### src/design/pms_pkg.sv
// ----------------------------------------------------------------------------
// pms_pkg
// Widths, codes and the cell control word of the motif scanner.
// ----------------------------------------------------------------------------
package pms_pkg;

	localparam int MAX_MOTIF = 32;
	localparam int ALPHABET  = 4;

	localparam int WEIGHT_W = 16;
	localparam int SCORE_W  = 21;
	localparam int POS_W    = 24;
	localparam int ROW_W    = 5;
	localparam int BASE_W   = 2;
	localparam int LEN_W    = 6;

	localparam int APB_AW = 3;
	localparam int APB_DW = 32;

	// feed word actions
	localparam logic ACT_LOAD   = 1'b0;
	localparam logic ACT_SYMBOL = 1'b1;

	// register selects (paddr[2])
	localparam logic REG_MOTIF_LEN = 1'b0;
	localparam logic REG_THRESHOLD = 1'b1;

	localparam logic [LEN_W-1:0]          MOTIF_LEN_RST = 6'd32;
	localparam logic signed [SCORE_W-1:0] THRESHOLD_RST = '0;
	localparam logic [POS_W-1:0]          POS_MAX       = {POS_W{1'b1}};
	localparam logic signed [SCORE_W-1:0] SCORE_MIN     = {1'b1, {(SCORE_W-1){1'b0}}};
	localparam logic signed [SCORE_W-1:0] SCORE_MAX     = {1'b0, {(SCORE_W-1){1'b1}}};

	// broadcast from the controller to every cell
	typedef struct packed {
		logic                       shift;
		logic                       load;
		logic [ROW_W-1:0]           row;
		logic [BASE_W-1:0]          col;
		logic [BASE_W-1:0]          base;
		logic signed [WEIGHT_W-1:0] value;
		logic signed [WEIGHT_W:0]   delta;
	} cell_ctrl_t;

endpackage

### src/design/pms_cell.sv
// ----------------------------------------------------------------------------
// pms_cell
// One motif position: holds its matrix row, one base of the history and the
// partial score of the window that currently reaches this position.
// ----------------------------------------------------------------------------
module pms_cell #(
	parameter int MAX_MOTIF = pms_pkg::MAX_MOTIF,
	parameter int CELL_IDX  = 0,
	parameter int PSUM_W    = 22
) (
	input  logic                               clk,
	input  logic                               arst_n,
	input  pms_pkg::cell_ctrl_t                ctrl,
	input  logic [pms_pkg::BASE_W-1:0]         base_in,
	input  logic signed [PSUM_W-1:0]           psum_in,
	input  logic [pms_pkg::BASE_W-1:0]         bases_all [MAX_MOTIF],
	output logic [pms_pkg::BASE_W-1:0]         base_q,
	output logic signed [PSUM_W-1:0]           psum_q,
	output logic signed [pms_pkg::WEIGHT_W-1:0] rd_w
);

	localparam int IDX_W = (MAX_MOTIF > 1) ? $clog2(MAX_MOTIF) : 1;

	logic signed [pms_pkg::WEIGHT_W-1:0] weights_q [pms_pkg::ALPHABET];
	logic [pms_pkg::BASE_W-1:0]          rd_addr;
	logic                                row_hit;
	logic                                in_reach;
	logic [IDX_W-1:0]                    offs;
	logic                                fix;

	// read the weight of the incoming base, or of the column being reloaded
	assign rd_addr = ctrl.load ? ctrl.col : ctrl.base;
	assign rd_w    = weights_q[rd_addr];

	assign row_hit  = (32'(ctrl.row) == CELL_IDX);
	assign in_reach = (32'(ctrl.row) <= CELL_IDX);
	assign offs     = IDX_W'(CELL_IDX - int'(ctrl.row));
	// this window used the reloaded entry if its base at that row matches
	assign fix      = ctrl.load && in_reach && (bases_all[offs] == ctrl.col);

	// write own row; entries read as zero until loaded
	always_ff @(posedge clk or negedge arst_n) begin
		if (!arst_n) begin
			weights_q <= '{default: '0};
		end else if (ctrl.load && row_hit) begin
			weights_q[ctrl.col] <= ctrl.value;
		end
	end

	// shift the base history
	always_ff @(posedge clk or negedge arst_n) begin
		if (!arst_n) begin
			base_q <= '0;
		end else if (ctrl.shift) begin
			base_q <= base_in;
		end
	end

	// advance the partial score, or patch it after a weight reload
	always_ff @(posedge clk) begin
		if (ctrl.shift) begin
			psum_q <= psum_in + PSUM_W'(rd_w);
		end else if (fix) begin
			psum_q <= psum_q + PSUM_W'(ctrl.delta);
		end
	end

endmodule

### config.mk
export PLATFORM = sky130hd
export DESIGN_NAME = pms_cell
export DESIGN_NICKNAME = d
export VERILOG_FILES = /design/src/design/pms_pkg.sv /design/src/design/pms_cell.sv
export SDC_FILE = /design/constraint.sdc
export NUM_CORES = 1
export LEC_CHECK = 0
export ABC_AREA = 1
export BUFFER_PORTS_ARGS = -buffer_cell sky130_fd_sc_hd__buf_2
export CAP_MARGIN = 15
export CELL_PAD_IN_SITES_DETAIL_PLACEMENT = 0
export CELL_PAD_IN_SITES_GLOBAL_PLACEMENT = 1
export CORE_MARGIN = 5
export CORE_UTILIZATION = 25
export DETAILED_ROUTE_END_ITERATION = 10
export PLACE_DENSITY = 0.54
export SYNTH_ARGS = -nofsm -noshare
export SYNTH_HDL_FRONTEND = slang
export SYNTH_SLANG_ARGS = --single-unit
### constraint.sdc
create_clock -name clk -period 5.24 [get_ports clk]
set_clock_uncertainty 0.1 [all_clocks]
set_input_delay 0 -clock clk [delete_from_list [all_inputs] [get_ports clk]]
set_output_delay 0 -clock clk [all_outputs]
set_load 0.005 [all_outputs]
==> summary.md, run 1 <==
| Metric | Value |
|---|---|
| Die area | 30,800 µm² |
| CP startpoint kind | primary input |
| Cell taking the most area after synthesis | dfrtp_1 |
| Routed vias | 7,211 |
| Post-synthesis sequential area ratio | 0.337 |
| Max cap viols | 0 |
| Wire per inst | 16.6 µm |
| Final core utilization | 0.320 |
| Synth Area in Compound Gates | 0.188 |
| CTS buffer count | 9 |
| VDD IR-drop max | 128 µV |
| CP Data Required Time | 5.24 ns |
| Period Utilization, post-route | 0.622 |
| DRT Pass-1 Iters | 5 |
| Crit path depth | 19 |
| Max clock buf depth | 2 |
| Synth cell types | 43 |
| Min-Delay Path Depth | 4 |
| Slowest CP cell | fa_1 |
| Remaining antenna violation count | 0 |
| Sink Count | 88 |
| Std cell rows | 60 |
| Post-synthesis adder-cell area fraction | 0.0880 |
| Die W | 176 µm |
| Pins Over Slew Limit | 0 |
| CTS tree | yes |
| Post-CTS sizing | 0 |
| Synth Cell Area | 6860 µm² |
| Fmax | 307 MHz |
| Reg2reg path depth | 13 |
| Number of vias per cell | 4.69 |
| Core area | 27,000 µm² |
| Chip height | 176 µm |
| Post-synth top cells | nand2_1 (275), o21ai_0 (132), nor2_1 (113) |
| Vias in the first global route | 7,356 |
| DRC Markers | 0 |
| Static Leak | 4.43 nW |
| Postcts setup bufs | 0 |
| Hpwl dp | 20,000 µm |
| Setup Crit Path Kind | primary input to register |
| Total Neg Setup Slack | 0 ns |
| Worst path bufs/invs | 6 |
| Most numerous cell in the Yosys netlist | nand2_1 |
| RSZ-0062 raised after global routing | no |
| CP Max Fanout | 22 |
| Mux cell area share after synthesis | 0 |
| Worst-Margin Slew | 0.884 ns |
| # fillers | 3,068 |
| Main combinational cell family by area after synthesis | simple AND/OR/NAND/NOR gates |
| Fin. Hold Viols | 0 |
| Final RePlAce weighted congestion | 0.821 |
| Clock slew at reported path FFs | 0.07 ns |
| Largest net degree at the start of global routing | 67 |
| Worst path top cell family by delay | buffers and inverters |
| Layout cell share with drive strength beyond 1 | 0.180 |
| Hold Path Class | primary input to register |
| IO Count | 174 |
| Initial antenna violation count | 2 |
| Max_slew headroom | 0.411 |
| Clock Latency Late Sink | 0.35 ns |
| DRT iter0 DRCs | 359 |
| Power per Cell Area | 281 nW/µm² |
| Total track usage | 0.165 |
| Gr ovfl total | 0 |
| Top post-synthesis cells by area | dfrtp_1 (24%), nand2_1 (15%), edfxtp_1 (9.6%), o21ai_0 (9.6%), ha_1 (8.2%) |
| Depth of the CTS H-tree | 3 |
| Crit-path cells | buf_2 > inv_1 > nand2_1 > nand2_2 > inv_1 > buf_4 > o21ai_0 > o22ai_1 > ha_1 > inv_1 > fa_1 > inv_1 > nand2_1 > o21ai_0 > nand3_1 > nand3_1 > nand2_1 > nand3_1 > nand2_1 |
| Post-synth top area share | 0.241 |
| Finish-stage setup viols | 0 |
| Root Buffer Master | clkbuf_16 |
| Post-synth top flop | dfrtp_1 |
| Max incr delay on CP | 0.43 ns |
| Critical Path AT | 3.26 ns |
| Synth Area in XOR/XNOR | 0.0137 |
| Post-Route WL | 25,500 µm |
| Flops & latches, synth | 88 |
| Syn avg cell area | 6.81 µm² |
| Tmin final | 3.26 ns |
| Endpoint type of the worst setup path | register |
| Post-synth EDFFs | 22 |
| Async set-or-reset flop fraction in the synthesized netlist | 0.750 |
| Nets@finish | 1,369 |
| Post-synthesis simple-gate area fraction | 0.303 |
| Status | completed |
| R2R Setup Slk | 2.23 ns |
| Mapped Nets | 1,188 |
| Synthesized instance count | 1,007 |
| Global-route wire length before repair | 40,600 µm |
| Starting Density | 0.254 |
| Warnings from Yosys | 0 |
| Area delta synth->final | 25.8% |
| # port buffers | 173 |
[per-stage QoR]
step	std cells	hold slack [ns]	power (mW)	setup WS [ns]	instance area, µm²
global placement	1498	0.104	1.71	1.52	8090
finish	1536	0.0112	2.42	1.98	8630
global route	1536	0.0430	2.61	1.64	8630
detailed placement	1498	0.109	1.70	1.53	8090
floorplan	1007	-0.396	1.39	2.60	6860
CTS	1534	0.000668	2.46	1.90	8620
[placed cells by master (no fill, tap or decap), types with 2 or more instances in the layout]
master / netlist / routed
a211oi_1: 2 / 2
a21o_1: 7 / 7
a21oi_1: 69 / 69
a31oi_1: 2 / 2
buf_2: 10 / 173
buf_4: 2 / 11
clkbuf_16: 0 / 10
dfrtp_1: 66 / 66
diode_2: 0 / 2
dlygate4sd3_1: 0 / 20
edfxtp_1: 22 / 22
fa_1: 2 / 2
ha_1: 45 / 45
inv_1: 85 / 85
inv_2: 2 / 2
inv_6: 0 / 2
nand2_1: 275 / 275
nand3_1: 74 / 74
nand3_2: 3 / 3
nand3b_1: 8 / 8
nand4_1: 10 / 10
nor2_1: 113 / 113
nor3_1: 10 / 9
o21ai_0: 132 / 132
o21ai_2: 3 / 3
o21bai_1: 4 / 4
o22ai_1: 15 / 15
or2_2: 2 / 2
xnor2_1: 6 / 6
[what timing repair did]
item | in CTS | in global routing
setup endpoints to repair | 0 | 0
hold buffers | 20 | 0
endpoints found under the hold margin | 133 | 0
[tightest hold or removal path, cell delays in order]
cell and delay [ns]:
buf_2 0.08, ha_1 0.16, nand2_1 0.07, nand2_1 0.06
[path summary, 6_finish.rpt]
path                                 endpoint          start
max in group asynchronous       weights_q[17]         arst_n
worst max-delay path               psum_q[20]       ctrl[42]
worst min-delay path                psum_q[0]     psum_in[0]
worst max register to register     psum_q[20]  weights_q[48]
min in group asynchronous       weights_q[55]         arst_n
worst min register to register      base_q[0]      base_q[0]
[cell families after synthesis]
logic type	Yosys count
buffers and inverters	122
AND/OR/NAND/NOR	501
adder cells (fa/ha/maj)	47
flip-flops	88
AO/OA/AOI/OAI	240
XOR/XNOR	9
[report_power, final]
group / internal (mW) / leakage [nW] / switching (mW)
Clock: 0.420 / 0.164 / 0.313
Sequential: 0.794 / 1.10 / 0.0475
Combinational: 0.322 / 3.17 / 0.526
[per-layer routing]
| metal | vias to the layer above | share of wire | track usage |
|---|---|---|---|
| met5 | - | 0 | 0 |
| met4 | 0 | 0.018 | 0.0426 |
| met3 | 22 | 0.043 | 0.0288 |
| met2 | 143 | 0.47 | 0.270 |
| met1 | 3297 | 0.47 | 0.228 |
| li1 | 3749 | - | - |
[state kept, by name, summed over array words and instances (netlist names)]
name       cells
weights_q     64
psum_q        22
base_q         2
[area by class of cell]
type                            instances  area [µm²]  area share
Antenna cell                            2        5.00    0.000580
Timing Repair Buffer                  204        1150       0.133
Sequential cell                        88        2310       0.268
Inverter                               88         330      0.0383
Multi-Input combinational cell        797        4070       0.472
Clock buffer                           11         264      0.0306
Clock inverter                          5        67.6     0.00783
Tap cell                              341         427      0.0495
Note: power is estimated with default switching activity, not from simulation.
==> inputs of run 2 (changes only) <==
--- a/config.mk
+++ b/config.mk
@@ -13,7 +13,7 @@
 export CORE_MARGIN = 5
 export CORE_UTILIZATION = 25
 export DETAILED_ROUTE_END_ITERATION = 10
-export PLACE_DENSITY = 0.54
+export PLACE_DENSITY = 0.56
 export SYNTH_ARGS = -nofsm -noshare
 export SYNTH_HDL_FRONTEND = slang
 export SYNTH_SLANG_ARGS = --single-unit
==> constraint.sdc (replaced) <==
create_clock -name clk -period 2.6 [get_ports clk]
set_clock_uncertainty 0.1 [all_clocks]
set_input_delay 0 -clock clk [delete_from_list [all_inputs] [get_ports clk]]
set_output_delay 0 -clock clk [all_outputs]
set_load 0.005 [all_outputs]
==> run 2 against run 1 <==
Sequential cell count stayed put. Clock-buffer cell count is 2 lower. Clock power is 83% higher. Via count is 6.6% higher. Critical path depth is 3 lower. Design area is 15% higher. Non-clock buffer count is 121 higher. First-iteration DRC count is 20% lower. Utilization is 5.0 points higher. Critical endpoint unchanged. Largest power group unchanged.
==> summary.md, run 2 (synthesis results as in run 1) <==
| Metric | Value |
|---|---|
| Status | completed |
| Critical Path AT | 2.56 ns |
| Met1 usage | 0.217 |
| Most frequent CP cell | nand3_1 |
| Final RePlAce weighted congestion | 0.812 |
| Global-route wire length before repair | 40,500 µm |
| Slowest CP cell | dfrtp_1 |
| CP Data Required Time | 2.61 ns |
| Largest register FFs | 64 |
| DRT iter0 DRCs | 286 |
| Hold Path Class | primary input to register |
| Fin. Hold Viols | 0 |
| Finish-stage setup viols | 0 |
| Setup Crit Path Kind | register to register |
| Vias in the first global route | 7,720 |
| Fin Hold WS | 0.0342 ns |
| Commonest non-fill, non-tap cell in the layout | nand2_1 |
| Max clock buf depth | 2 |
| Biggest register | weights_q |
| Root Buffer Master | clkbuf_16 |
| Total track usage | 0.165 |
| Final Power | 5.21 mW |
| Largest net degree at the start of global routing | 36 |
| Multi-input gate area | 4480 µm² |
| Endpoint type of the worst setup path | register |
| Worst-Margin Slew | 0.835 ns |
| Clock Latency Late Sink | 0.36 ns |
| # fillers | 3,018 |
| RSZ-0062 raised after global routing | yes |
| Clock slew at reported path FFs | 0.08 ns |
| Top flop regs | weights_q (64), psum_q (22), base_q (2) |
| Chip height | 176 µm |
| Most frequent cells in the layout | nand2_1 (259), buf_2 (173), buf_4 (125) |
| Register Area | 2310 µm² |
| Max_slew headroom | 0.443 |
| Worst path bufs/invs | 4 |
| Period Utilization, post-route | 0.981 |
| Post-Route WL | 26,000 µm |
| Final core utilization | 0.370 |
| Max incr delay on CP | 0.39 ns |
| Wire per inst | 15.7 µm |
| DRC Markers | 0 |
| Area delta synth->final | 45.3% |
| Static Leak | 5.08 nW |
| Dpl ws | -0.331 ns |
| Gr ovfl total | 0 |
| Busiest grt layer | met2 |
| IO Count | 174 |
| Std cell rows | 60 |
| Die area | 30,800 µm² |
| Worst setup margin | 0.0499 ns |
| Tmin final | 2.55 ns |
| Crit-path cells | or2_0 > o211ai_1 > buf_4 > nand2_2 > buf_8 > ha_4 > nand2_2 > inv_2 > buf_4 > nand3_1 > nor2_2 > nand3_2 > nand3_1 > nand2_1 > nand3_1 > nand2_1 |
| Initial antenna violation count | 3 |
| # port buffers | 173 |
| CP Max Fanout | 6 |
| Met2 Use GR | 0.288 |
| CTS buffer count | 9 |
| Starting Density | 0.254 |
| Placed cell areas | 8920 µm² |
| CP startpoint kind | register |
| CTS tree | yes |
| Routed vias | 7,690 |
| Pins Over Slew Limit | 0 |
| Worst path top cell family by delay | simple AND/OR/NAND/NOR gates |
| Met3 Usage GRT | 0.0239 |
| DRT Pass-1 Iters | 5 |
| Max cap viols | 0 |
| Number of vias per cell | 4.64 |
| VDD IR-drop max | 264 µV |
| Final instance area | 9960 µm² |
| Die W | 176 µm |
| Depth of the CTS H-tree | 3 |
| Power per Cell Area | 523 nW/µm² |
| Fmax | 392 MHz |
| Layout cell share with drive strength beyond 1 | 0.314 |
| Hpwl dp | 20,400 µm |
| Nets@finish | 1,490 |
| Sink Count | 88 |
| Remaining antenna violation count | 0 |
| Core area | 27,000 µm² |
run 2: changes by cell type in the layout (fill, tap and decap cells not counted), sizes merged:
cell         before  now
clkbuf           11    9
dlygate4sd3      20   21
buf             184  304
clkinv            2    4
diode             2    4
bufinv            1    0
clkinvlp          0    1
run 2: final timing paths:
path / from / to / slack (ns) / cells after the start
min in group asynchronous: arst_n / weights_q[10] / 0.19 / 2
worst min-delay path: ctrl[43] / base_q[0] / 0.03 / 4
worst max-delay path: weights_q[63] / psum_q[20] / 0.05 / 16
max in group asynchronous: arst_n / weights_q[19] / 1.55 / 3
worst min register to register: base_q[0] / base_q[0] / 0.37 / 2
worst max register to register: weights_q[63] / psum_q[20] / 0.05 / 16
run 2: timing repair:
action	CTS	global route
setup buffers	3	11
pin swaps	10	48
endpoints found under the setup margin	9	15
hold buffers	21	0
endpoints found under the hold margin	98	0
resized for setup	24	89
run 2: per-layer routing:
| layer | up-vias | share of wire |
|---|---|---|
| li1 | 3996 | - |
| met5 | - | 0 |
| met2 | 125 | 0.50 |
| met4 | 0 | 0.011 |
| met3 | 15 | 0.032 |
| met1 | 3554 | 0.46 |
run 2: where the power goes:
part	internal [mW]	switching [mW]	total, mW	leakage [nW]
Clock	0.681	0.656	1.34	0.144
Combinational	0.978	1.19	2.17	3.83
Sequential	1.60	0.0995	1.70	1.10
Total	3.26	1.95	5.21	5.08
run 2: final cells by class:
type / count / area share
inverters: 88 / 0.0332
clock inverters: 7 / 0.00754
flip-flops and latches: 88 / 0.232
multi-input cells: 797 / 0.450
clock buffers: 9 / 0.0226
well taps: 341 / 0.0428
diodes: 4 / 0.00100
repair buffers: 325 / 0.211
run 2: worst register-to-register path, delay by kind of cell (launching register included):
family / cells / cell delay (ns)
AND/OR/NAND/NOR: 10 / 0.94
buffers and inverters: 4 / 0.46
flip-flops: 1 / 0.39
adder cells (fa/ha/maj): 1 / 0.31
AO/OA/AOI/OAI: 1 / 0.12
run 2: per-stage QoR:
stage / TNS, ns / std cells
finish: 0 / 1659
floorplan: 0 / 1007
detailed placement: -4.00 / 1604
global placement: -3.76 / 1604
global route: -0.614 / 1658
CTS: 0 / 1644
